## src/rtl/assert_macros.svh

```systemverilog
// assertion macros used by the top-level rtl file
// no dependencies; define ASSERT_OFF to drop every check
`ifndef ASSERT_MACROS_SVH
`define ASSERT_MACROS_SVH
`ifndef ASSERT_OFF
`define ASSERT_IMPLIES(lbl, clk, rst_n, ante, cons, msg) \
  lbl: assert property (@(posedge clk) disable iff (!rst_n) (ante) |-> (cons)) else $error(msg);
`define ASSERT_NEVER(lbl, clk, rst_n, cond, msg) \
  lbl: assert property (@(posedge clk) disable iff (!rst_n) !(cond)) else $error(msg);
`else
`define ASSERT_IMPLIES(lbl, clk, rst_n, ante, cons, msg)
`define ASSERT_NEVER(lbl, clk, rst_n, cond, msg)
`endif
`endif

```

## src/rtl/tvcf_pkg.sv

```systemverilog
// shared types and constants of the thermal and visible color fusion block
// no dependencies
package tvcf_pkg;

  localparam int COORD_BITS  = 16;
  localparam int QW          = 8;
  localparam int DIV_STAGES  = QW;
  localparam int DIV_DW      = 16;
  localparam int DIV_NW      = (COORD_BITS + 8 > 24) ? COORD_BITS + 8 : 24;
  localparam int LANES       = 4;
  localparam int LUMA_STAGES = 3;
  localparam int PAL_DEPTH   = 256;
  localparam int PAL_AW      = 8;
  localparam int RGB_W       = 24;

  localparam logic REQ_PALETTE = 1'b0;
  localparam logic REQ_POINT   = 1'b1;

  typedef enum logic [2:0] {
    REG_MIN_TEMP  = 3'd0,
    REG_MAX_TEMP  = 3'd1,
    REG_CONF_THR  = 3'd2,
    REG_CLAMP     = 3'd3,
    REG_DEAD_MODE = 3'd4,
    REG_VOL_SIZE  = 3'd5,
    REG_FUS_LOWER = 3'd6,
    REG_FUS_UPPER = 3'd7
  } cfg_reg_e;

  typedef enum logic [1:0] {
    DEAD_KEEP = 2'd0,
    DEAD_GRAY = 2'd1,
    DEAD_POS  = 2'd2,
    DEAD_RSV  = 2'd3
  } dead_mode_e;

  typedef struct packed {
    logic [15:0] min_t;
    logic [15:0] max_t;
    logic [7:0]  thr;
    logic        clamp;
    dead_mode_e  mode;
    logic [14:0] vsize;
    logic [8:0]  f_lo;
    logic [8:0]  f_hi;
  } cfg_t;

  typedef struct packed {
    logic [DIV_NW-1:0] n;
    logic [DIV_DW-1:0] d;
  } div_in_t;

  typedef struct packed {
    logic             pt;
    logic             tv;
    logic             vv;
    logic [PAL_AW-1:0] pidx;
    logic [RGB_W-1:0] pcol;
    logic [RGB_W-1:0] vis;
    logic [RGB_W-1:0] prior;
    logic [2:0]       sat;
  } side_t;

  typedef struct packed {
    logic               pt;
    logic               tv;
    logic               vv;
    logic [RGB_W-1:0]   vis;
    logic [RGB_W-1:0]   prior;
    logic [RGB_W-1:0]   axis;
    logic signed [9:0]  lum;
  } post_t;

endpackage

```

## src/rtl/tvcf_div.sv

```systemverilog
// pipelined restoring divider, one quotient bit per stage, four lanes
// depends on tvcf_pkg
module tvcf_div import tvcf_pkg::*; (
  input  logic          clk_i,
  input  logic          en_i,
  input  div_in_t       div_i [LANES],
  output logic [QW-1:0] q_o [LANES]
);

  div_in_t       st_d [DIV_STAGES][LANES];
  div_in_t       st_q [DIV_STAGES][LANES];
  logic [QW-1:0] q_d  [DIV_STAGES][LANES];
  logic [QW-1:0] q_q  [DIV_STAGES][LANES];

  always_comb begin
    div_in_t           src;
    logic [QW-1:0]     qs;
    logic [DIV_NW-1:0] cmp;
    logic              ge;
    for (int s = 0; s < DIV_STAGES; s++) begin
      for (int l = 0; l < LANES; l++) begin
        if (s == 0) begin
          src = div_i[l];
          qs  = '0;
        end else begin
          src = st_q[s-1][l];
          qs  = q_q[s-1][l];
        end
        cmp = DIV_NW'(src.d) << (QW - 1 - s);
        ge  = (src.n >= cmp);
        st_d[s][l].n = ge ? src.n - cmp : src.n;
        st_d[s][l].d = src.d;
        qs[QW-1-s]   = ge;
        q_d[s][l]    = qs;
      end
    end
  end

  always_ff @(posedge clk_i) begin
    if (en_i) begin
      st_q <= st_d;
      q_q  <= q_d;
    end
  end

  always_comb begin
    for (int l = 0; l < LANES; l++) begin
      q_o[l] = q_q[DIV_STAGES-1][l];
    end
  end

endmodule

```

## config.mk

```make
export PLATFORM = sky130hd
export DESIGN_NAME = tvcf_div
export DESIGN_NICKNAME = d
export VERILOG_FILES = /design/src/rtl/assert_macros.svh /design/src/rtl/tvcf_pkg.sv /design/src/rtl/tvcf_div.sv
export SDC_FILE = /design/constraint.sdc
export NUM_CORES = 2
export LEC_CHECK = 0
export BUFFER_PORTS_ARGS = -buffer_cell sky130_fd_sc_hd__buf_2
export CAP_MARGIN = 20
export CORE_MARGIN = 2
export CORE_UTILIZATION = 60
export DETAILED_ROUTE_END_ITERATION = 10
export MAX_ROUTING_LAYER = met4
export PLACE_DENSITY_LB_ADDON = 0.12
export SYNTH_ARGS = -nofsm -noshare
export SYNTH_HDL_FRONTEND = slang
export SYNTH_SLANG_ARGS = --single-unit
```

## constraint.sdc

```tcl
create_clock -name clk_i -period 5.2 [get_ports clk_i]
set_clock_uncertainty 0.1 [all_clocks]
set_input_delay 0 -clock clk_i [delete_from_list [all_inputs] [get_ports clk_i]]
set_output_delay 0 -clock clk_i [all_outputs]
set_load 0.005 [all_outputs]
```

## Yosys cells after proc, flatten, opt, wreduce, memory -nomap -nowiden

Cells that the tools add are included.

| storage, ports and cells | value |
|---|---|
| register bits after elaboration | 1264 |
| latch bits | 0 |
| RAM bits | 0 |
| memory bits (read-only) | 0 |
| output and inout bits | 32 |
| word-level logic and storage cells | 176 |
| memories | 0 |

| operators by class | value |
|---|---|
| add/sub/neg operators | 28 |
| multiply operators | 0 |
| divide/modulo/power cells | 0 |
| magnitude comparators | 32 |
| equality and inequality tests | 0 |
| shift operators | 0 |
| multiplexer cells | 28 |
| bitwise logic cells | 0 |
| reductions and logical operators | 0 |

Operator list:

| operator | number |
|---|---|
| 24-bit two-way mux | 28 |
| 24-bit by 16-bit >= comparator with 1-bit output | 4 |
| 24-bit by 17-bit >= comparator with 1-bit output | 4 |
| 24-bit by 18-bit >= comparator with 1-bit output | 4 |
| 24-bit by 19-bit >= comparator with 1-bit output | 4 |
| 24-bit by 20-bit >= comparator with 1-bit output | 4 |
| 24-bit by 21-bit >= comparator with 1-bit output | 4 |
| 24-bit by 22-bit >= comparator with 1-bit output | 4 |
| 24-bit by 23-bit >= comparator with 1-bit output | 4 |
| 24-bit by 17-bit subtractor with 24-bit output | 4 |
| 24-bit by 18-bit subtractor with 24-bit output | 4 |
| 24-bit by 19-bit subtractor with 24-bit output | 4 |
| 24-bit by 20-bit subtractor with 24-bit output | 4 |
| 24-bit by 21-bit subtractor with 24-bit output | 4 |
| 24-bit by 22-bit subtractor with 24-bit output | 4 |
| 24-bit by 23-bit subtractor with 24-bit output | 4 |

## Logic depth before layout (Yosys ltp)

| depth | value |
|---|---|
| depth in word-level cells | 2 |
| mapped depth | 14 |
| mapped depth without buffers | 12 |

## Worst setup path after synthesis

Ideal clock, no wire load.

| path | value |
|---|---|
| kind | reg-to-reg |
| start point | register st_q[337] (netlist name) |
| end point | register st_q[197] (netlist name) (data pin) |
| library setup time | 258 ps |
| arrival | 2745 ps |
| slack | 2097 ps |
| cell stages (with the launch flop) | 13 |
| period minus slack after synthesis | 3103 ps |
| cell sequence | edfxtp_1 inv_1 ha_1 inv_1 fa_1 a21oi_1 o21ai_0 a2111oi_0 nor2_1 nand4_1 o21ai_0 or4b_1 xnor2_1 |

RTL lines:

| item | RTL line | source |
|---|---|---|
| start, declared | tvcf_div.sv:11 | `div_in_t st_q [DIV_STAGES][LANES];` |
| start signal, assigned | tvcf_div.sv:41 | `st_q <= st_d;` |

==> results.md <==
* Outcome: finished, final reports clean
* Hold crit path type: in -> reg
* Pre-CTS setup slack at 1.53 ns
* DRC Markers at 0
* Most common cell after layout, fill and taps aside: edfxtp_1
* Max rail drop VDD at 333 uV
* Warnings, synthesis at 0
* First-pass GRT wire length at 232 mm
* Cells after DPL at 7778
* Synth area leader: edfxtp_1
* Total negative slack at 0 ns
* Crit path max fanout at 13
* Worst setup path start: div_i[103]
* Switching pwr at 12.6 mW
* Area Growth Syn to Fin at 15.3%
* Crit. End Element: flip-flop
* Most frequent CP cell: dlygate4sd3_1
* Cell family with most CP delay: buffers and inverters
* CTS Buffer Depth at 3
* Setup violations, final at 0
* Vias in the first global route at 46.8k
* Cell Pwr Density at 481 nW/um^2
* Gate power share at 35.2%
* FF/Latch Area at 38000 sq um
* WS Path Type: in -> reg
* Via-to-Cell Ratio at 5.68
* 1st-pass router iterations at 6
* Sequential share of the synthesized area at 54.2%
* Final Total Pwr at 38.8 mW
* Synth Instances at 6133
* Largest net degree at the start of global routing at 147
* Multi-input gate area at 29100 sq um
* Postcts setup bufs at 0
* Placed cell area at 72900 sq um
* Post-synthesis cell area at 70000 sq um
* Share of post-route cells with drive strength above 1 at 9.35%
* Reg2Reg Depth at 12
* Clk pin slew, worst setup/hold paths at 0.06 ns
* Min cycle time layout at 4.37 ns
* Worst path arrival time at 4.75 ns
* Fin. max-slew vios at 0
* Clk root buf: clkbuf_16
* Chip width at 346 um
* Sequential power share at 40.4%
* Asr flop ratio synth at 0%
* Slew headroom at 30.0%
* Non-Filler Instances at 8367
* Clk sink count at 1264
* FF-to-FF setup slack at 1.47 ns
* Cells along the critical path: dlygate4sd3_1, buf_2, dlygate4sd3_1, inv_1, ha_1, nor4b_1, nand2_1, nor3_1, a2111oi_0, buf_4, o21ai_0, a21oi_1, o21ai_1, buf_4, mux2_2, dlygate4sd3_1
* Top-area cell type share of the netlist area at 54.2%
* Port Buffer Count at 193
* Crit path depth at 16
* Max Cap Viol at 0
* Synth Flop Type: edfxtp_1
* TritonCTS clock tree: done
* RSZ-0062 raised after global routing: no
* Slowest cell on crit path: dlygate4sd3_1
* Worst slew pin tran at 1.05 ns
* Switching share of total power at 32.4%
* Flop and latch count out of synthesis at 1264
* Core box area at 116000 sq um
* Hpwl dp at 102 mm
* Post-CTS Resized at 0
* Drt total wl at 143 mm
* Routability Congestion at 0.928
* Die area at 119000 sq um
* Fill count at 8184
* Yosys cell types at 96
* GRT Total Usage at 24.6%
* Fmax at 0.229 GHz
* Remaining global-route overflow at 0
* Final hold vios at 0
* Row cnt at 125
* Buf/Inv on CP at 7
* Clock share of power at 24.4%
* CP endpoint: st_q[1233]$_DFFE_PP_
* Final Core Density at 69.7%
* Max stage delay on crit path at 0.56 ns
* CTS Buf Count at 135
* Internal Power at 26.2 mW
* Nets at 7436
* Largest cells by area after synthesis: edfxtp_1 54%, ha_1 9.2%, inv_1 3.6%
* Initial DRC Count at 3892
* Final Cell Area at 80700 sq um
* Htree depth at 4
* Mapped Nets at 6835
* Period utilization at 84.1%
* Number of top-level pins at 194
* Most frequent cells in the layout: 1264 x edfxtp_1, 670 x inv_1, 512 x ha_1
* Syn_area_per_cell at 11.4 sq um
* Via Count at 47.5k
* Clock latency on the worst-skew pair at 0.74 ns
* Leak at 32.4 nW
* Final ANT Viol Nets at 0
* Die height at 346 um
* WP data required at 5.58 ns
* Setup crit start kind: input port
* Final worst slack at 0.827 ns
* Antenna violations before repair at 9
* RR Startpoint: st_q[337]$_DFFE_PP_
* DR WL/cell at 17.1 um
* Hold WS at 0.0770 ns
* Initial Util at 60.4%
* Worst reg2reg endpoint: st_q[197]$_DFFE_PP_
* Post-synth EDFFs at 1264
==> how the worst min path moves through the flow <==
stage | cells after the start | end | startpoint | slack (ns)
3_3_place_gp | 1 | st_q[1181]$_DFFE_PP_ | div_i[61] | 0.09
2_1_floorplan | 0 | st_d[1000]$_DFFE_PP_ | div_i[40] | -0.001
5_1_grt | 4 | st_q[1274]$_DFFE_PP_ | div_i[154] | 0.09
4_1_cts | 4 | st_q[1271]$_DFFE_PP_ | div_i[151] | 0.01
3_5_place_dp | 1 | st_q[1180]$_DFFE_PP_ | div_i[60] | 0.09
6_report | 4 | st_q[1271]$_DFFE_PP_ | div_i[151] | 0.08
==> synth_stat cells, types with 19 or more instances <==
master / number
a2111oi_0: 19
a31oi_1: 50
nand2b_1: 59
o21bai_1: 55
edfxtp_1: 1264
inv_1: 670
fa_1: 28
buf_2: 26
o31ai_1: 42
o21a_1: 66
nor2_1: 373
mux2_2: 125
and3_1: 28
nand4_1: 55
nor3_1: 129
a211oi_1: 39
nor2b_1: 81
nand3_1: 90
xnor2_1: 252
nand2_1: 396
o211ai_1: 28
o21ai_0: 410
xor2_1: 182
a21o_1: 169
or3_1: 54
clkbuf_1: 76
nor4_1: 42
a21oi_1: 436
or2_2: 31
ha_1: 512
nand4b_1: 22
a21boi_0: 23
nor4b_1: 19
==> timing repair <==
item                       CTS  global route
hold endpoints to repair   607             0
setup endpoints to repair    0             0
hold buffers               341             0
==> routing by layer <==
layer / GRT usage, % / up-vias / part of all wire [%]
met5: - / - / 0
met4: 9.96 / 0 / 3.8
met3: 3.09 / 350 / 4.1
met2: 39.6 / 1180 / 47
met1: 31.7 / 22300 / 45
li1: - / 23700 / -
==> flip-flops by register name, summed over array words and instances (netlist names) <==
signal / flops
q_d: 112
st_d: 448
q_o: 32
st_q: 672
==> worst reg2reg max path, delay by kind of cell, from the launching register on <==
kind | cells | cell delay [ns]
buf+inv | 2 | 0.14
simple gates | 3 | 0.88
xor+xnor | 1 | 0.14
flops | 1 | 0.36
fa+ha+maj | 2 | 0.56
compound gates | 4 | 1.28
==> cell families (layout without fill, tap and decap cells) <==
group / count (synthesis) / count (layout) / synth area share [%]
AOI/OAI and AO/OA: 1509 / 1509 / 13.5
and+or+nand+nor: 1458 / 1458 / 10.2
DFF: 1264 / 1264 / 54.2
buffers and inverters: 780 / 1483 / 4.27
adders and majority gates: 540 / 540 / 9.95
xor gates and xnor gates: 434 / 434 / 5.43
muxes: 148 / 148 / 2.38
other: 0 / 7 / 0
==> cell type report <==
cell class	instances	area share (%)
Clock inverter	74	1.00
Tap cell	1524	2.36
Antenna cell	7	0.0217
Clock buffer	165	4.43
Sequential cell	1264	47.0
Inverter	671	3.12
Multi-Input combinational cell	4089	36.1
Timing Repair Buffer	573	5.99
==> power by group through the flow <==
stage          clock, mW  sequential, mW  combinational [mW]
4_1_cts             9.70            15.7                13.5
5_1_grt             10.1            15.9                15.3
3_3_place_gp           0            15.8                12.9
2_1_floorplan          0            15.3                10.5
3_5_place_dp           0            15.9                13.2
6_report            9.49            15.7                13.7
(Power assumes the default switching activity.)
