==> config.mk <==
export PLATFORM = sky130hd
export DESIGN_NAME = tvcf_shade
export DESIGN_NICKNAME = d
export VERILOG_FILES = /design/src/rtl/assert_macros.svh /design/src/rtl/tvcf_pkg.sv /design/src/rtl/tvcf_shade.sv
export SDC_FILE = /design/constraint.sdc
export NUM_CORES = 1
export LEC_CHECK = 0
export BUFFER_PORTS_ARGS = -buffer_cell sky130_fd_sc_hd__buf_2
export CORE_ASPECT_RATIO = 0.6
export CORE_MARGIN = 2
export CORE_UTILIZATION = 56
export CTS_CLUSTER_DIAMETER = 150
export DETAILED_ROUTE_END_ITERATION = 8
export PLACE_DENSITY_LB_ADDON = 0.15
export SYNTH_ARGS = -nofsm -noshare
export SYNTH_HDL_FRONTEND = slang
export SYNTH_SLANG_ARGS = --single-unit
==> constraint.sdc <==
create_clock -name clk_i -period 2.15 [get_ports clk_i]
set_input_delay 0.645 -clock clk_i [delete_from_list [all_inputs] [get_ports clk_i]]
set_output_delay 0.645 -clock clk_i [all_outputs]
set_load 0.05 [all_outputs]
==> src/rtl/assert_macros.svh <==
// assertion macros used by the top-level rtl file
// no dependencies; define ASSERT_OFF to drop every check
`ifndef ASSERT_MACROS_SVH
`define ASSERT_MACROS_SVH
`ifndef ASSERT_OFF
`define ASSERT_IMPLIES(lbl, clk, rst_n, ante, cons, msg) \
  lbl: assert property (@(posedge clk) disable iff (!rst_n) (ante) |-> (cons)) else $error(msg);
`define ASSERT_NEVER(lbl, clk, rst_n, cond, msg) \
  lbl: assert property (@(posedge clk) disable iff (!rst_n) !(cond)) else $error(msg);
`else
`define ASSERT_IMPLIES(lbl, clk, rst_n, ante, cons, msg)
`define ASSERT_NEVER(lbl, clk, rst_n, cond, msg)
`endif
`endif

==> src/rtl/tvcf_pkg.sv <==
// shared types and constants of the thermal and visible color fusion block
// no dependencies
package tvcf_pkg;

  localparam int COORD_BITS  = 16;
  localparam int QW          = 8;
  localparam int DIV_STAGES  = QW;
  localparam int DIV_DW      = 16;
  localparam int DIV_NW      = (COORD_BITS + 8 > 24) ? COORD_BITS + 8 : 24;
  localparam int LANES       = 4;
  localparam int LUMA_STAGES = 3;
  localparam int PAL_DEPTH   = 256;
  localparam int PAL_AW      = 8;
  localparam int RGB_W       = 24;

  localparam logic REQ_PALETTE = 1'b0;
  localparam logic REQ_POINT   = 1'b1;

  typedef enum logic [2:0] {
    REG_MIN_TEMP  = 3'd0,
    REG_MAX_TEMP  = 3'd1,
    REG_CONF_THR  = 3'd2,
    REG_CLAMP     = 3'd3,
    REG_DEAD_MODE = 3'd4,
    REG_VOL_SIZE  = 3'd5,
    REG_FUS_LOWER = 3'd6,
    REG_FUS_UPPER = 3'd7
  } cfg_reg_e;

  typedef enum logic [1:0] {
    DEAD_KEEP = 2'd0,
    DEAD_GRAY = 2'd1,
    DEAD_POS  = 2'd2,
    DEAD_RSV  = 2'd3
  } dead_mode_e;

  typedef struct packed {
    logic [15:0] min_t;
    logic [15:0] max_t;
    logic [7:0]  thr;
    logic        clamp;
    dead_mode_e  mode;
    logic [14:0] vsize;
    logic [8:0]  f_lo;
    logic [8:0]  f_hi;
  } cfg_t;

  typedef struct packed {
    logic [DIV_NW-1:0] n;
    logic [DIV_DW-1:0] d;
  } div_in_t;

  typedef struct packed {
    logic             pt;
    logic             tv;
    logic             vv;
    logic [PAL_AW-1:0] pidx;
    logic [RGB_W-1:0] pcol;
    logic [RGB_W-1:0] vis;
    logic [RGB_W-1:0] prior;
    logic [2:0]       sat;
  } side_t;

  typedef struct packed {
    logic               pt;
    logic               tv;
    logic               vv;
    logic [RGB_W-1:0]   vis;
    logic [RGB_W-1:0]   prior;
    logic [RGB_W-1:0]   axis;
    logic signed [9:0]  lum;
  } post_t;

endpackage

==> src/rtl/tvcf_shade.sv <==
// palette shading by luma and final color selection, two stages to the output
// depends on tvcf_pkg
module tvcf_shade import tvcf_pkg::*; (
  input  logic             clk_i,
  input  logic             rst_ni,
  input  logic             en_i,
  input  dead_mode_e       mode_i,
  input  logic             valid_i,
  input  post_t            post_i,
  input  logic [RGB_W-1:0] pc_i,
  output logic             valid_o,
  output logic [RGB_W-1:0] rgb_o,
  output logic [1:0]       class_o
);

  logic               v1_q;
  post_t              p1_q;
  logic [RGB_W-1:0]   pc1_q;
  logic signed [18:0] m_d [3];
  logic signed [18:0] m_q [3];
  logic               vo_q;
  logic [RGB_W-1:0]   rgb_d, rgb_q;
  logic [1:0]         cls_q;

  always_comb begin
    logic [7:0]        c;
    logic signed [9:0] f;
    for (int ch = 0; ch < 3; ch++) begin
      c = pc_i[8*ch +: 8];
      f = (post_i.lum > 0) ? $signed({2'b0, 8'd255 - c}) : $signed({2'b0, c});
      m_d[ch] = 19'(f) * 19'(post_i.lum);
    end
  end

  always_comb begin
    logic [7:0]         c;
    logic signed [19:0] v;
    logic [RGB_W-1:0]   fused;
    for (int ch = 0; ch < 3; ch++) begin
      c = pc1_q[8*ch +: 8];
      v = $signed({4'b0, c, 8'b0}) + 20'(m_q[ch]);
      if (v[19]) begin
        fused[8*ch +: 8] = '0;
      end else if (|v[19:16]) begin
        fused[8*ch +: 8] = 8'hff;
      end else begin
        fused[8*ch +: 8] = v[15:8];
      end
    end
    if (p1_q.tv && p1_q.vv) begin
      rgb_d = fused;
    end else if (p1_q.tv) begin
      rgb_d = pc1_q;
    end else if (p1_q.vv) begin
      rgb_d = p1_q.vis;
    end else if (mode_i == DEAD_GRAY) begin
      rgb_d = 24'h808080;
    end else if (mode_i == DEAD_POS) begin
      rgb_d = p1_q.axis;
    end else begin
      rgb_d = p1_q.prior;
    end
  end

  always_ff @(posedge clk_i or negedge rst_ni) begin
    if (!rst_ni) begin
      v1_q <= 1'b0;
      vo_q <= 1'b0;
    end else if (en_i) begin
      v1_q <= valid_i && post_i.pt;
      vo_q <= v1_q;
    end
  end

  always_ff @(posedge clk_i) begin
    if (en_i) begin
      p1_q  <= post_i;
      pc1_q <= pc_i;
      m_q   <= m_d;
      rgb_q <= rgb_d;
      cls_q <= {p1_q.tv, p1_q.vv};
    end
  end

  assign valid_o = vo_q;
  assign rgb_o   = rgb_q;
  assign class_o = cls_q;

endmodule

### After elaboration in Yosys (flattened, before gate mapping)

Cells that the tools add are included.

| storage, ports and cells | value |
|---|---|
| bits in registers | 183 |
| input port bits | 115 |

| operators by class | value |
|---|---|
| add/sub/neg operators | 6 |
| multiply operators | 3 |
| magnitude comparators | 1 |
| equality and inequality tests | 2 |
| mux-type cells | 14 |
| reduce and logical (&&, ||, !) cells | 5 |

Operators by type and width:

| operator | count |
|---|---|
| two-way mux 24 bit | 5 |
| two-way mux 8 bit | 9 |
| adder 17 x 19 -> 20 bit | 3 |
| multiplier 9 x 10 -> 19 bit | 3 |
| subtractor 8 bit (first input constant) | 3 |
| OR reduction 4 bit | 3 |
| greater-than comparator 10 x 1 -> 1 bit (second input constant) | 1 |
| equality test 2 x 1 -> 1 bit (second input constant) | 1 |
| equality test 2 bit (second input constant) | 1 |
| logical AND 1 bit | 2 |

### Logic depth before layout (Yosys ltp)

| depth | value |
|---|---|
| depth in word-level cells | 6 |
| gate-level depth with buffers | 22 |

### Worst setup path after synthesis

No wires, ideal clock.

| path | value |
|---|---|
| path kind | input -> register |
| from | input post_i[9] in the netlist's numbering |
| to | register m_q[37] in the netlist's numbering (data pin) |
| data arrival time | 5746 ps |
| data required time | 1891 ps |
| path slack | -3855 ps |
| stages on the path | 19 |
| path buffers | 2 |
| cell sequence | clkbuf_1 a31oi_4 clkbuf_1 xor2_1 nand2_1 fa_1 inv_1 fa_1 inv_1 fa_1 fa_1 inv_1 ha_1 or4b_4 or3_1 o211a_1 nand2_1 o21ai_2 a211o_1 |

RTL lines:

| element | RTL line | source |
|---|---|---|
| from (decl) | tvcf_shade.sv:9 | `input post_t post_i,` |
| to (signal assigned) | tvcf_shade.sv:79 | `m_q <= m_d;` |
| to (decl) | tvcf_shade.sv:20 | `logic signed [18:0] m_q [3];` |

==> impl_summary.md <==
Timing
The pin slew with the least headroom to its limit is 0.692 ns. The clock tree skew after final layout is 0.00909 ns. Setup repair after global routing could not meet its margin everywhere. Derived from the worst setup path, the maximum achievable clock frequency is about 180 MHz.

The count of endpoints failing hold in the final timing report was 0. The time the final worst path needs with I/O delays and setup is roughly 5.5 ns. Once routing completed, OpenROAD measured the worst setup slack at -3.32 ns.

The final count of negative-setup-slack endpoints is 57. The max-slew violation count is 0. The share of the clock period used by the worst path is 2.55. The worst pin sits at a relative slew slack of 0.537.

Global routing
The number of antenna violations at the first check in global routing is 0. The via count of the first global-routing pass is 13100. The first global-routing pass estimated 66400 µm of wire. The largest net degree at the start of global routing is 33. The total global-route track usage is 0.283.

Global routing finished with a remaining overflow of 0.

Worst setup path
The dominant cell type by count on the critical path is sky130_fd_sc_hd__fa_1. The critical-path maximum fanout is 8. The beginning of the critical path is post_i[6]. The startpoint class of the critical path is an input pin.

The worst register-to-register path has a depth of 13. The startpoint of the most critical register-to-register path is pc1_q[16]$_DFFE_PP_. The data arrival at the endpoint of the critical path is 5.65 ns. The required time of the critical path is 2.33 ns. In this design, the stage delay of the slowest critical-path cell is 0.52 ns. The worst setup path is of the input pin to register kind.

The largest individual stage delay along the critical path comes from the cell sky130_fd_sc_hd__fa_1. The flop-to-flop setup slack is -0.36 ns. The capture point of the worst path is m_q[56]$_DFFE_PP_. The worst flop-to-flop path endpoint is rgb_o[17]$_DFFE_PP_. The kind of capture point of the worst setup path is a register.

Detailed routing
In the final routed layout, each cell accounts on average for 17.7 µm. The first TritonRoute pass finished after 7 iterations. In this run the remaining antenna-violating nets after routing total 0. The detail-routed via count per cell is 5.35.

For this block, the routed nets add up to approximately 42000 µm of wire. The number of remaining DRC errors is 0. Detailed routing inserted a total of ~13000 vias.

The count of routing violations after the opening detailed-route iteration is 930.

Pwr
The total power divided by cell area is 1360 mW/mm². For this design the static power due to leakage is 0.00982 µW. Across the VDD grid, the largest voltage drop is a little over 1 mV.

Cells and area
The finished layout holds 2370 standard cells, fillers aside. The filler cell count in the final layout is 2057. Measured on the finished design, the core utilization comes to 0.731. In the final layout, the share of cells above drive strength 1 is 0.310. The most common cell after layout, fill and taps aside is sky130_fd_sc_hd__inv_1. The repair_antennas step left the layout with diodes totalling 0. In the layout the commonest cells are sky130_fd_sc_hd__inv_1 (288), sky130_fd_sc_hd__buf_4 (272), sky130_fd_sc_hd__fa_1 (192). The final design instance area without fill is 0.0209 mm². In the final design database the tool counted 2421 nets. Relative to the synthesized area, the layout overhead comes to 29.0%.

Clocking
TritonCTS built the clock tree. The H-tree was split into 4 levels. After clock tree synthesis, the clock-pin slew on the worst setup and hold paths is 0.07 ns. The later-pin clock latency in the skew report is 0.43 ns. The clock passes through at most 2 buffers. In this run the clock root is driven by a sky130_fd_sc_hd__clkbuf_16. Clock tree synthesis inserted a total of 17 buffers. Clock tree synthesis found a total of 159 sinks.

Floorplan
The core region area is 0.0286 mm². The floorplan step defined a die boundary enclosing 0.0303 mm². The initial utilization of the core area, before any placement, comes to 0.567.

142 I/O pins were placed. The die width is 224 µm. After floorplanning, the core was divided into 48 placement rows. In this run the vertical extent of the chip is approximately 140 µm.

Yosys
When the netlist entered floorplanning its net count stood at around 2000. The post-synthesis instance total is about 1600. The share of the synthesized area in the top cell type is 0.291. The sequential fraction of the synthesis area is 0.294. Summed over all instances, the cell type with the most area after synthesis is sky130_fd_sc_hd__edfxtp_1. The flip-flop and latch count after synthesis is 159. The number of warning messages in the yosys log is 0. Counting flops with an async set or reset pin after synthesis yields a share of 0.0126. In this run the cell area of the synthesized design comes to approximately 0.016 mm². In the post-synthesis netlist, the biggest area contributors are sky130_fd_sc_hd__edfxtp_1 (29%), sky130_fd_sc_hd__fa_1 (24%), sky130_fd_sc_hd__ha_1 (9.7%), sky130_fd_sc_hd__inv_1 (6.9%), sky130_fd_sc_hd__xnor2_1 (4.1%). The number of unique standard cell types used by synthesis is 56. The flip-flop cell with the highest count after synthesis is sky130_fd_sc_hd__edfxtp_1. The mean instance size in the synthesized netlist is 10.3 µm². Counting flops with a built-in enable in the synthesized netlist gives 157.

Min path
The startpoint identified for the worst hold timing path is post_i[29]. The min-delay analysis places its worst path in the category input pin to register.

Run status
The run finished, with violations left. The final reports fail on negative setup slack.

Place
The half-perimeter wire length after detailed placement is 33000 µm. The count of input and output buffers is 141. The placed cell count is between 2000 and 2500.

In this run the cell area measured after placement is around 0.019 mm². The routability-driven placement congestion ratio is roughly 0.90.

Flow run
Max-cap violations in this run came to 0.
-- power breakdown --
part	internal [µW]	switching [µW]	total (µW)
sequential	4700	308	5010
combinational	10100	10300	20300
clock	1720	1300	3020
total	16500	11900	28300
-- synthesized netlist by cell type (all sizes together), types with 2 or more instances --
library cell and n:
nand2 168, fa 198, ha 126, and2 91, a31oi 5, a21oi 64
a21o 14, inv 298, a211oi 9, a211o 5, buf 4, nor3 14
a221oi 3, mux2 22, o211ai 21, nor2b 34, edfxtp 157, a41o 2
o21bai 9, xnor2 76, nor4 2, o21ai 45, dfrtp 2, o211a 2
a2bb2oi 3, mux2i 7, or2 4, nor2 52, xor2 32, clkbuf 41
nand3 7, a22oi 21, o21a 15, nand4 3
-- flip-flops by register name (all words and copies together) (netlist names) --
register / flops
class_o: 2
valid_o: 1
m_q: 33
p1_q: 74
pc1_q: 24
rgb_o: 24
v1_q: 1
-- cell type report --
cell class	instances	area, µm²	area share
Multi-Input combinational cell	1070	10900	0.520
Sequential cell	159	4760	0.228
Timing Repair Buffer	436	3090	0.148
Inverter	298	1120	0.0535
Tap cell	375	469	0.0225
Clock buffer	17	425	0.0204
Clock inverter	15	158	0.00754
-- worst min-delay path by stage --
stage,end,slack [ns],cells after the start
global route,p1_q[59]$_DFFE_PP_,0.37,1
finish,p1_q[29]$_DFFE_PP_,0.39,1
global placement,valid_o$_DFFE_PN0P_,0.43,1
detailed placement,valid_o$_DFFE_PN0P_,0.43,1
floorplan,v1_q$_DFFE_PN0P_,0.35,0
CTS,p1_q[32]$_DFFE_PP_,0.37,1
-- cell families (layout without fill, tap and decap cells) --
kind of cell,count (synthesis),in the layout,synth area share
AO/OA/AOI/OAI,225,225,0.0912
XOR/XNOR,108,108,0.0584
adder cells (fa/ha/maj),324,324,0.342
buffers and inverters,343,766,0.0795
flip-flops,159,159,0.294
multiplexers,29,29,0.0196
AND/OR/NAND/NOR,384,384,0.115
-- per-layer routing --
metal  GRT usage  wire, µm  vias to the layer above
met2       0.463     19900                      363
li1            -         -                     5891
met3      0.0568      2530                       64
met4      0.0570       648                        0
met5           0         0                        -
met1       0.399     18900                     6355
-- timing repair --
item,4_1_cts,5_1_grt
setup buffers,21,12
hold endpoints to repair,2,0
hold buffers,1,0
pin swaps,65,46
gates resized for setup,111,48
cloned,0,0
endpoints found under the setup margin,57,57
-- critical path: cells and delay by family --
kind | cells | cell delay (ns)
fa+ha+maj | 5 | 2.25
compound gates | 7 | 1.12
buf+inv | 8 | 0.83
simple gates | 3 | 0.51
xor+xnor | 2 | 0.28
-- metrics by stage --
step	setup slack (ns)	power (µW)	hold slack (ns)	TNS (ns)
6_report	-3.32	28300	0.386	-108.98
5_1_grt	-3.53	30700	0.369	-117.77
4_1_cts	-3.31	27600	0.371	-107.77
3_5_place_dp	-3.81	22800	0.430	-124.24
3_3_place_gp	-3.72	22100	0.431	-121.84
2_1_floorplan	-3.48	16300	0.349	-105.81
Note: power is estimated with default switching activity, not from simulation.
