## src/rtl/assert_macros.svh

```systemverilog
// assertion macros used by the top-level rtl file
// no dependencies; define ASSERT_OFF to drop every check
`ifndef ASSERT_MACROS_SVH
`define ASSERT_MACROS_SVH
`ifndef ASSERT_OFF
`define ASSERT_IMPLIES(lbl, clk, rst_n, ante, cons, msg) \
  lbl: assert property (@(posedge clk) disable iff (!rst_n) (ante) |-> (cons)) else $error(msg);
`define ASSERT_NEVER(lbl, clk, rst_n, cond, msg) \
  lbl: assert property (@(posedge clk) disable iff (!rst_n) !(cond)) else $error(msg);
`else
`define ASSERT_IMPLIES(lbl, clk, rst_n, ante, cons, msg)
`define ASSERT_NEVER(lbl, clk, rst_n, cond, msg)
`endif
`endif

```

## src/rtl/tvcf_pkg.sv

```systemverilog
// shared types and constants of the thermal and visible color fusion block
// no dependencies
package tvcf_pkg;

  localparam int COORD_BITS  = 16;
  localparam int QW          = 8;
  localparam int DIV_STAGES  = QW;
  localparam int DIV_DW      = 16;
  localparam int DIV_NW      = (COORD_BITS + 8 > 24) ? COORD_BITS + 8 : 24;
  localparam int LANES       = 4;
  localparam int LUMA_STAGES = 3;
  localparam int PAL_DEPTH   = 256;
  localparam int PAL_AW      = 8;
  localparam int RGB_W       = 24;

  localparam logic REQ_PALETTE = 1'b0;
  localparam logic REQ_POINT   = 1'b1;

  typedef enum logic [2:0] {
    REG_MIN_TEMP  = 3'd0,
    REG_MAX_TEMP  = 3'd1,
    REG_CONF_THR  = 3'd2,
    REG_CLAMP     = 3'd3,
    REG_DEAD_MODE = 3'd4,
    REG_VOL_SIZE  = 3'd5,
    REG_FUS_LOWER = 3'd6,
    REG_FUS_UPPER = 3'd7
  } cfg_reg_e;

  typedef enum logic [1:0] {
    DEAD_KEEP = 2'd0,
    DEAD_GRAY = 2'd1,
    DEAD_POS  = 2'd2,
    DEAD_RSV  = 2'd3
  } dead_mode_e;

  typedef struct packed {
    logic [15:0] min_t;
    logic [15:0] max_t;
    logic [7:0]  thr;
    logic        clamp;
    dead_mode_e  mode;
    logic [14:0] vsize;
    logic [8:0]  f_lo;
    logic [8:0]  f_hi;
  } cfg_t;

  typedef struct packed {
    logic [DIV_NW-1:0] n;
    logic [DIV_DW-1:0] d;
  } div_in_t;

  typedef struct packed {
    logic             pt;
    logic             tv;
    logic             vv;
    logic [PAL_AW-1:0] pidx;
    logic [RGB_W-1:0] pcol;
    logic [RGB_W-1:0] vis;
    logic [RGB_W-1:0] prior;
    logic [2:0]       sat;
  } side_t;

  typedef struct packed {
    logic               pt;
    logic               tv;
    logic               vv;
    logic [RGB_W-1:0]   vis;
    logic [RGB_W-1:0]   prior;
    logic [RGB_W-1:0]   axis;
    logic signed [9:0]  lum;
  } post_t;

endpackage

```

## src/rtl/tvcf_luma.sv

```systemverilog
// signed luma factor from the visible sum, aligned to the divider latency
// depends on tvcf_pkg
module tvcf_luma import tvcf_pkg::*; (
  input  logic              clk_i,
  input  logic              en_i,
  input  logic [15:0]       ysum_i,
  input  logic signed [9:0] diff_i,
  output logic signed [9:0] lum_o
);

  localparam int DLY = DIV_STAGES - LUMA_STAGES + 1;

  logic signed [25:0] prod_d, prod_q;
  logic [15:0]        m_d, m_q;
  logic [8:0]         q0_d, q0_q;
  logic               neg_d, neg_q;
  logic signed [9:0]  lum_d;
  logic signed [9:0]  lum_q [DLY];

  always_comb begin
    logic signed [18:0] x;
    logic [23:0]        a;
    logic [24:0]        t257;
    logic [16:0]        q255;
    logic [16:0]        r;
    logic [8:0]         q;
    x      = $signed({2'b0, ysum_i, 1'b0}) - 19'sd65280;
    prod_d = 26'(x) * 26'(diff_i);

    neg_d = prod_q[25];
    a     = 24'(neg_d ? -prod_q : prod_q);
    m_d   = a[23:8];
    t257  = {1'b0, m_d, 8'b0} + 25'(m_d);
    q0_d  = t257[24:16];

    q255  = {q0_q, 8'b0} - 17'(q0_q);
    r     = 17'(m_q) - q255;
    q     = q0_q + 9'(r >= 17'd255);
    lum_d = neg_q ? -$signed({1'b0, q}) : $signed({1'b0, q});
  end

  always_ff @(posedge clk_i) begin
    if (en_i) begin
      prod_q   <= prod_d;
      m_q      <= m_d;
      q0_q     <= q0_d;
      neg_q    <= neg_d;
      lum_q[0] <= lum_d;
      for (int k = 1; k < DLY; k++) begin
        lum_q[k] <= lum_q[k-1];
      end
    end
  end

  assign lum_o = lum_q[DLY-1];

endmodule

```

## config.mk

```make
export PLATFORM = sky130hd
export DESIGN_NAME = tvcf_luma
export DESIGN_NICKNAME = d
export VERILOG_FILES = /design/src/rtl/assert_macros.svh /design/src/rtl/tvcf_pkg.sv /design/src/rtl/tvcf_luma.sv
export SDC_FILE = /design/constraint.sdc
export NUM_CORES = 1
export LEC_CHECK = 0
export BUFFER_PORTS_ARGS = -buffer_cell sky130_fd_sc_hd__buf_2
export CAP_MARGIN = 20
export CORE_AREA = 5 5 201 203
export CTS_CLUSTER_DIAMETER = 30
export CTS_CLUSTER_SIZE = 20
export DETAILED_ROUTE_END_ITERATION = 16
export DIE_AREA = 0 0 206 208
export HOLD_SLACK_MARGIN = 0.1
export PLACE_DENSITY = 0.41
export SETUP_SLACK_MARGIN = 0.2
export SLEW_MARGIN = 10
export SYNTH_ARGS = -nofsm -noshare
export SYNTH_HDL_FRONTEND = slang
export SYNTH_SLANG_ARGS = --single-unit
```

## constraint.sdc

```tcl
create_clock -name clk_i -period 6.3 [get_ports clk_i]
set_input_delay 0 -clock clk_i [delete_from_list [all_inputs] [get_ports clk_i]]
set_output_delay 0 -clock clk_i [all_outputs]
set_load 0.01 [all_outputs]
```

# --- Word level (Yosys, flattened, before mapping) ---
# Memory sizes are Yosys's and may differ from the RTL's.
# Index checks and enable logic that the tools add are counted.
word_totals:
  regBits: 52
  mem_bits_rw: 60
  input_bits: 28
  output_inout_bits: 10
  wordCells: 18
  n_memories: 1
memory_table:
  columns: ["name", "depth", "width", "rd", "rd_ports_with_merged_regs", "write_ports", "line", "text"]
  rows:
  - ["lum_q", 6, 10, 6, 0, 6, "tvcf_luma.sv:18", "logic signed [9:0] lum_q [DLY];"]
op_classes:
  addsub: 7
  mul: 1
  order_cmp: 1
  muxes: 4
op_table:
  columns: ["operator", "n"]
  rows:
  - ["$mul A18 B10 Y26", 1]
  - ["$add A24 B16 Y25", 1]
  - ["$mux W24", 1]
  - ["$neg A24 Y24", 1]
  - ["$sub A17 B16 Y18 const B", 1]
  - ["$ge A17 B8 Y1 const B", 1]
  - ["$sub A16 B17 Y17", 1]
  - ["$sub A17 B9 Y17", 1]
  - ["$mux W10", 1]
  - ["$neg A9 Y10", 1]
  - ["$add A9 B1 Y9", 1]
  - ["$mux W1", 2]

# --- Logic depth before layout (Yosys ltp) ---
# Gate-level depths: netlist of the first run.
depth:
  ltp_word: 6
  ltp_mapped: 23
  depth_no_buf: 23

# --- Least setup slack after synthesis of the first run ---
# Ideal clock, no wire load.
synth_timing:
  kind: "input to register"
  startpoint: "input port ysum_i[7]"
  endpoint: "register prod_q[25], data pin"
  setup_time_ns: 0.260
  t_arrival_ns: 5.502
  t_required_ns: 6.040
  slack_ns: 0.539
  path_stages: 21
  path_buffers: 0
  cell_sequence: "ha_1 -> nand3_1 -> xnor2_1 -> nand2_1 -> fa_1 -> fa_1 -> inv_1 -> fa_1 -> fa_1 -> inv_1 -> fa_1 -> inv_1 -> ha_1 -> a21oi_1 -> o21ai_0 -> a31o_2 -> o31a_1 -> o31a_1 -> a31o_2 -> o41a_1 -> xnor2_1"
synth_via:
  elab_chain_len: 2
synth_rtl:
  columns: ["item", "line", "text"]
  rows:
  - ["from (decl)", "tvcf_luma.sv:6", "input logic [15:0] ysum_i,"]
  - ["$sub A17 B16 Y18", "tvcf_luma.sv:27", "x = $signed({2'b0, ysum_i, 1'b0}) - 19'sd65280;"]
  - ["$mul A18 B10 Y26", "tvcf_luma.sv:28", "prod_d = 26'(x) * 26'(diff_i);"]
  - ["named net prod_d[25]", "tvcf_luma.sv:13", "logic signed [25:0] prod_d, prod_q;"]
  - ["to (signal assigned)", "tvcf_luma.sv:44", "prod_q <= prod_d;"]
  - ["to (decl)", "tvcf_luma.sv:13", null]
# The timed path passes the listed nets, and every way through them passes these cells.
# A chain may end at the register's enable or synchronous reset.

# --- Worst setup path in the final report of the first run ---
# Same ends and word-level chain as after synthesis.

==> summary.md, run 1 <==
| Metric | Value |
|---|---|
| Status | `completed` |
| Routed vias/inst | `4.37` |
| Synth Area per Inst | `10.3 µm²` |
| Layout area overhead | `9.69%` |
| Resized cells post-CTS | `0` |
| Die H | `208 µm` |
| CTS tree | `built` |
| Skew-Pair Late Insertion Delay | `350 ps` |
| Mapped Cells | `1096` |
| Post-DP HPWL | `18.6 mm` |
| Antenna cell count | `0` |
| Layout Nets | `1392` |
| Largest stage delay on the critical path | `540 ps` |
| RSZ-0062 raised after global routing | `no` |
| Filler cell count | `3997` |
| First-pass GRT wire length | `39.2 mm` |
| Final Critical Period | `5720 ps` |
| GRT Max-Usage Layer | `met2` |
| DR WL/cell | `13.8 µm` |
| Starting DRT DRC Count | `182` |
| Setup TNS | `0 ps` |
| Port-buffer cells | `37` |
| Pre-antenna DRT Iters | `5` |
| Crit Path Max Fanout | `12` |
| CP Data Required Time | `6400 ps` |
| Worst-path clk slew | `70 ps` |
| CTS max path bufs | `2` |
| Hold Fails Final Rpt | `0` |
| Cts hold-fix bufs | `0` |
| Slew HR | `28.8%` |
| Pin count of the biggest net entering global routing | `67` |
| Post-Syn Area | `0.0113 mm²` |
| Register area share after synthesis | `29.2%` |
| Netlist cell types | `61` |
| Worst slew pin tran | `1040 ps` |
| DRT Wirelength | `22.7 mm` |
| Total grt overflow | `0` |
| Initial core utilization | `29.5%` |
| Final Max Tran Viols | `0` |
| Slowest cell on crit path | `fa_1` |
| Critical path arrival | `5830 ps` |
| Startpoint types | `input pin` |
| Grt met3 use | `0.950%` |
| Cell repeated most along the worst path | `fa_1` |
| Post-synth ARST share | `0%` |
| Setup violators final | `0` |
| DRC | `0` |
| Period utilization | `90.9%` |
| Min-Delay Path Class | `input pin to flip-flop` |
| Worst Clk Skew | `8.22 ps` |
| Layout cells sized above 1 | `7.52%` |
| Root Buffer Master | `clkbuf_16` |
| Post-synth EDFFs | `110` |
| Core ar. | `0.0383 mm²` |
| Net Count, Synth | `1363` |
| Met2 usage | `19.0%` |
| CTS Sinks | `110` |
| Fmax | `175 MHz` |
| Setup crit end kind | `flip-flop` |
| DIE AREA | `0.0428 mm²` |
| Most used DFF post-synth | `edfxtp_1` |
| DIE WIDTH | `206 µm` |
| Num CTS Buffers | `9` |
| Antenna violations before repair | `0` |
| Number of global-route vias before repair | `7646` |
| Max Cap Viol | `0` |
| Synth warn | `0` |
| Setup CP Type | `input pin to flip-flop` |
| Ports | `38` |
| Post-CTS Setup Bufs | `0` |
| GRT Total Usage | `11.2%` |
| GRT met1 Usage | `15.5%` |
| Remaining antenna violation count after routing | `0` |
| GPL Wtd Cong | `0.769` |
| Seq cells post-synth | `110` |
| Htree depth | `3` |
| CP cell instances | `buf_2 -> buf_4 -> and3_1 -> nand3_1 -> xnor2_1 -> nand2_1 -> fa_1 -> fa_1 -> inv_1 -> fa_1 -> fa_1 -> inv_1 -> fa_1 -> inv_1 -> ha_1 -> a21oi_1 -> o21ai_0 -> a31o_2 -> o31a_1 -> o31a_1 -> a31o_2 -> o41a_1 -> xnor2_1` |
| DR vias | `7197` |
| Row count | `72` |
## routing by layer
metal  up-vias  share of wire [%]  wire (µm)
li1       3597                  -          -
met1      3496                 48      10900
met2        82                 49      11000
met3        22                1.7        383
met4         0                1.7        375
met5         -                  0          0
## flip-flops by register name (all words and copies together), names as in the netlist
name / count
lum_q: 60
prod_q: 24
m_q: 16
q0_q: 9
neg_q: 1
## worst max-delay path, delay by kind of cell
family / cells / cell delay [ps]
AO/OA/AOI/OAI: 7 / 1760
XOR/XNOR: 2 / 380
adder cells (fa/ha/maj): 6 / 2870
buffers and inverters: 5 / 410
AND/OR/NAND/NOR: 3 / 410
## layout make-up
class / instances / area (µm²) / area share (%)
Clock buffer: 9 / 225 / 1.82
Clock inverter: 7 / 63.8 / 0.515
Inverter: 212 / 796 / 6.42
Multi-Input combinational cell: 746 / 7100 / 57.3
Sequential cell: 110 / 3300 / 26.7
Tap cell: 518 / 648 / 5.23
Timing Repair Buffer: 46 / 255 / 2.06
## cell families after synthesis
| family | Yosys count | share of synthesized area (%) |
|---|---|---|
| compound gates | 118 | 6.97 |
| buf+inv | 240 | 7.98 |
| flops | 110 | 29.2 |
| mux | 4 | 0.366 |
| fa+ha+maj | 239 | 35.8 |
| xor+xnor | 74 | 5.80 |
| simple gates | 311 | 13.9 |
## through the flow
| stage | cells | setup WS [ps] | hold WS, ps | area (µm²) | utilization [%] |
|---|---|---|---|---|---|
| after global routing | 1648 | 204 | 174 | 12400 | 32.4 |
| after CTS | 1648 | 390 | 147 | 12400 | 32.3 |
| after global placement | 1632 | 149 | 400 | 12100 | 31.6 |
| after detailed placement | 1632 | 22.9 | 405 | 12100 | 31.6 |
| final | 1648 | 576 | 136 | 12400 | 32.4 |
| after floorplan | 1096 | 539 | 112 | 11300 | - |
## synthesized netlist by cell type, types with 2 or more instances
| cell type | number | share of area, % |
|---|---|---|
| o21bai_1 | 4 | 0.27 |
| clkbuf_1 | 28 | 0.93 |
| o22ai_1 | 2 | 0.11 |
| o41ai_1 | 2 | 0.16 |
| a31o_2 | 3 | 0.23 |
| nor4_1 | 3 | 0.17 |
| a2111oi_0 | 2 | 0.16 |
| o31a_1 | 5 | 0.39 |
| a211oi_1 | 4 | 0.27 |
| ha_1 | 99 | 11 |
| or3_1 | 5 | 0.28 |
| a21oi_1 | 28 | 1.2 |
| and3_1 | 5 | 0.28 |
| and2_1 | 67 | 3.7 |
| a211o_1 | 2 | 0.16 |
| nand4_1 | 5 | 0.28 |
| or2_2 | 4 | 0.22 |
| fa_1 | 140 | 25 |
| nor2_1 | 47 | 1.6 |
| mux2i_1 | 3 | 0.27 |
| nor2b_1 | 11 | 0.61 |
| a21o_1 | 8 | 0.53 |
| or4_4 | 3 | 0.30 |
| o21ai_0 | 28 | 1.2 |
| xor2_1 | 21 | 1.6 |
| edfxtp_1 | 110 | 29 |
| nor4b_1 | 2 | 0.16 |
| nor3_1 | 10 | 0.44 |
| nand3_1 | 14 | 0.62 |
| o211ai_1 | 2 | 0.13 |
| a31oi_1 | 2 | 0.11 |
| o21a_1 | 5 | 0.33 |
| or3_2 | 4 | 0.27 |
| nor3b_1 | 2 | 0.13 |
| nand2b_1 | 10 | 0.55 |
| xnor2_1 | 52 | 4.0 |
| inv_1 | 211 | 7.0 |
| nand4b_1 | 2 | 0.16 |
| nand2_1 | 112 | 3.7 |
| o31ai_1 | 8 | 0.53 |
## cells in the final DEF, fill, tap and decap left out, types with 5 or more instances in the layout
cell type and instances:
nand2b_1 10, ha_1 99, nand2_1 112, nor2_1 47
a21oi_1 28, inv_1 211, and2_1 67, and3_1 5
o31ai_1 8, nor2b_1 11, buf_2 36, nand3_1 14
o21ai_0 28, fa_1 140, clkbuf_16 9, edfxtp_1 110
nand4_1 5, xor2_1 21, nor3_1 10, a21o_1 8
or3_1 5, buf_4 10, xnor2_1 51, o31a_1 5
o21a_1 5
## worst paths after layout
check,endpoint,start,slack [ps],cells past startpoint
min,prod_q[1]$_DFFE_PP_,ysum_i[0],140,2
min reg2reg,lum_q[1][8]$_DFFE_PP_,lum_q[0][8]$_DFFE_PP_,420,0
max,prod_q[25]$_DFFE_PP_,ysum_i[7],580,23
max reg2reg,lum_q[0][9]$_SDFFCE_PN0P_,q0_q[2]$_DFFE_PP_,1220,19
Power of run 1 is left out: the tool's default activity adds up to more than one toggle a clock period on the data nets, which glitch-free logic cannot reach.
==> run 2, diff against run 1 <==
--- a/config.mk
+++ b/config.mk
@@ -16,5 +16,4 @@
 export PLACE_DENSITY = 0.41
 export SETUP_SLACK_MARGIN = 0.2
-export SLEW_MARGIN = 10
 export SYNTH_ARGS = -nofsm -noshare
 export SYNTH_HDL_FRONTEND = slang
==> constraint.sdc (replaced) <==
create_clock -name clk_i -period 6.3 [get_ports clk_i]
set_input_delay 0.945 -clock clk_i [delete_from_list [all_inputs] [get_ports clk_i]]
set_output_delay 0.945 -clock clk_i [all_outputs]
set_load 0.01 [all_outputs]
==> run 2 against run 1 <==
Cell area is 8.8% higher. Setup slack got worse by 380 ps. Non-clock buffer count increased by 100. Via count is 4.8% higher. Register-to-register slack improved by 50 ps. Worst hold slack better by 280 ps. Sequential cell count did not move. Utilization is 2.9 points higher. Critical path type unchanged. Critical endpoint unchanged.
==> summary.md, run 2 (synthesized netlist as in run 1, its figures left out) <==
| Metric | Value |
|---|---|
| Filler cell count | `3912 (was 3997)` |
| Layout Nets | `1492 (was 1392)` |
| Min-Delay Path Class | `flip-flop to flip-flop (was input pin to flip-flop)` |
| Ports | `38 (unchanged)` |
| Layout area overhead | `19.4% (was 9.69%)` |
| Fmax | `164 MHz (was 175 MHz)` |
| Worst slew pin tran | `1010 ps (was 1040 ps)` |
| Top Registers | `lum_q (60), prod_q (24), m_q (16) (unchanged)` |
| DR vias | `7539 (was 7197)` |
| Final Instance Count excl. Fillers | `1748 (was 1648)` |
| Initial core utilization | `29.5% (unchanged)` |
| Pin count of the biggest net entering global routing | `62 (was 67)` |
| Period utilization | `96.9% (was 90.9%)` |
| RSZ-0062 raised after global routing | `yes (was no)` |
| Post-Place Cells | `1723 (was 1632)` |
| Max reg flops | `60 (unchanged)` |
| Worst Clk Skew | `12.0 ps (was 8.22 ps)` |
| R2R Path End | `lum_q[0][9]$_SDFFCE_PN0P_ (unchanged)` |
| DRC | `0 (unchanged)` |
| Slowest cell on crit path | `fa_1 (unchanged)` |
| Starting DRT DRC Count | `294 (was 182)` |
| DIE WIDTH | `206 µm (unchanged)` |
| CTS Sinks | `110 (unchanged)` |
| Worst hold path startpoint | `lum_q[1][5]$_DFFE_PP_ (was ysum_i[0])` |
| Hold_ws | `417 ps (was 136 ps)` |
| Row count | `72 (unchanged)` |
| Skew-Pair Late Insertion Delay | `350 ps (about the same)` |
| DIE AREA | `0.0428 mm² (unchanged)` |
| Pre-antenna DRT Iters | `4 (was 5)` |
| Total grt overflow | `0 (unchanged)` |
| CTS tree | `built (unchanged)` |
| GRT Total Usage | `11.7% (was 11.2%)` |
| Slew HR | `30.7% (was 28.8%)` |
| Status | `completed (unchanged)` |
| Remaining antenna violation count after routing | `0 (unchanged)` |
| Port-buffer cells | `37 (unchanged)` |
| Worst reg2reg startpoint | `q0_q[2]$_DFFE_PP_ (unchanged)` |
| DRT Wirelength | `24.0 mm (was 22.7 mm)` |
| Crit Path Max Fanout | `3 (was 12)` |
| Die H | `208 µm (unchanged)` |
| Setup violators final | `0 (unchanged)` |
| Setup crit end kind | `flip-flop (unchanged)` |
| Placed inst area | `0.0130 mm² (was 0.0121 mm²)` |
| Post-DP HPWL | `20.6 mm (was 18.6 mm)` |
| First-pass GRT wire length | `41.2 mm (was 39.2 mm)` |
| Startpoint types | `input pin (unchanged)` |
| Antenna cell count | `0 (unchanged)` |
| Layout cells sized above 1 | `18.5% (was 7.52%)` |
| Worst-path clk slew | `80 ps (was 70 ps)` |
| Hold Path Stages | `0 (was 2)` |
| Num CTS Buffers | `9 (unchanged)` |
| Final Critical Period | `6100 ps (was 5720 ps)` |
| Cts hold-fix bufs | `0 (unchanged)` |
| R2r setup slk | `1270 ps (was 1220 ps)` |
| Max Cap Viol | `0 (unchanged)` |
| CTS max path bufs | `2 (unchanged)` |
| CP Data Required Time | `6410 ps (was 6400 ps)` |
| GPL Wtd Cong | `0.784 (was 0.769)` |
| Htree depth | `3 (unchanged)` |
| Setup CP Type | `input pin to flip-flop (unchanged)` |
| Worst R2R Path Depth | `19 (unchanged)` |
| Final Max Tran Viols | `0 (unchanged)` |
| Root Buffer Master | `clkbuf_16 (unchanged)` |
| Antenna violations before repair | `0 (unchanged)` |
| Most frequent cells in the layout | `205 x inv_1, 137 x fa_1, 111 x buf_4, 110 x edfxtp_1, 104 x nand2_1 (was 211 x inv_1, 140 x fa_1, 112 x nand2_1, 110 x edfxtp_1, 99 x ha_1)` |
| DR WL/cell | `13.7 µm (was 13.8 µm)` |
| Routed vias/inst | `4.31 (was 4.37)` |
| CP cell instances | `buf_4 -> ha_4 -> nand3_4 -> xnor2_4 -> nand2_2 -> fa_2 -> inv_1 -> fa_1 -> fa_2 -> fa_1 -> inv_1 -> fa_1 -> inv_1 -> ha_4 -> nand2_2 -> nor2_1 -> a31o_2 -> o31a_1 -> o31a_1 -> a31o_2 -> o41a_1 -> xnor2_1 (was buf_2 -> buf_4 -> and3_1 -> nand3_1 -> xnor2_1 -> nand2_1 -> fa_1 -> fa_1 -> inv_1 -> fa_1 -> fa_1 -> inv_1 -> fa_1 -> inv_1 -> ha_1 -> a21oi_1 -> o21ai_0 -> a31o_2 -> o31a_1 -> o31a_1 -> a31o_2 -> o41a_1 -> xnor2_1)` |
| Largest stage delay on the critical path | `540 ps (about the same)` |
| Top reg by flops | `lum_q (unchanged)` |
| Design area | `0.0135 mm² (was 0.0124 mm²)` |
| Post-route core utilization | `35.2% (was 32.4%)` |
| Hold Fails Final Rpt | `0 (unchanged)` |
| Core ar. | `0.0383 mm² (unchanged)` |
| Number of global-route vias before repair | `8113 (was 7646)` |
| Critical path arrival | `6210 ps (was 5830 ps)` |
| Commonest non-fill, non-tap cell in the layout | `inv_1 (unchanged)` |
| Hold endpoint | `lum_q[2][5]$_DFFE_PP_ (was prod_q[1]$_DFFE_PP_)` |
## run 2: cell types whose count changed in the layout (fill, tap and decap cells not counted), moves of 8 or more
cell	delta
buf_4	+101
nand2_2	+8
ha_4	+8
ha_1	-9
nand2_1	-8
## run 2: what timing repair did
action	CTS	global route
pin swaps	26	16
gates resized for setup	12	13
buffers inserted	9	0
endpoints found under the hold margin	0	0
setup endpoints to repair	2	3
## run 2: layout make-up
class	count	area, µm²	area share (%)
inverters	212	796	5.90
clock inverters	7	93.8	0.696
multi-input cells	746	7390	54.8
repair buffers	146	1030	7.64
well taps	518	648	4.81
clock buffers	9	225	1.67
flip-flops and latches	110	3300	24.5
## run 2: worst max-delay path by stage
stage,start,to,slack [ps],depth (start not counted)
after floorplan,ysum_i[8],prod_q[25]$_DFFE_PP_,40,21
final,ysum_i[8],prod_q[25]$_DFFE_PP_,200,22
after global placement,ysum_i[7],prod_q[25]$_DFFE_PP_,-300,22
after CTS,ysum_i[8],prod_q[25]$_DFFE_PP_,140,22
after global routing,ysum_i[7],prod_q[25]$_DFFE_PP_,-30,24
after detailed placement,ysum_i[7],prod_q[25]$_DFFE_PP_,-390,22
## run 2: per-layer routing
metal	wire, µm	global-route usage, %	up-vias
met5	0	0	-
met2	12200	21.0	83
li1	-	-	3798
met3	457	1.20	21
met4	321	2.75	0
met1	11000	15.2	3637
## run 2: critical path: cells and delay by family
kind / cells / cell delay, ps
fa+ha+maj: 7 / 2930
compound gates: 5 / 1370
xor+xnor: 2 / 370
simple gates: 4 / 320
buf+inv: 4 / 270
## run 2: stage by stage
step | setup WS, ps | TNS [ps]
3_5_place_dp | -385 | -742
4_1_cts | 137 | 0
2_1_floorplan | 44.4 | 0
5_1_grt | -33.6 | -33.6
3_3_place_gp | -302 | -483
6_report | 197 | 0
Power of run 2 is left out for the same reason.
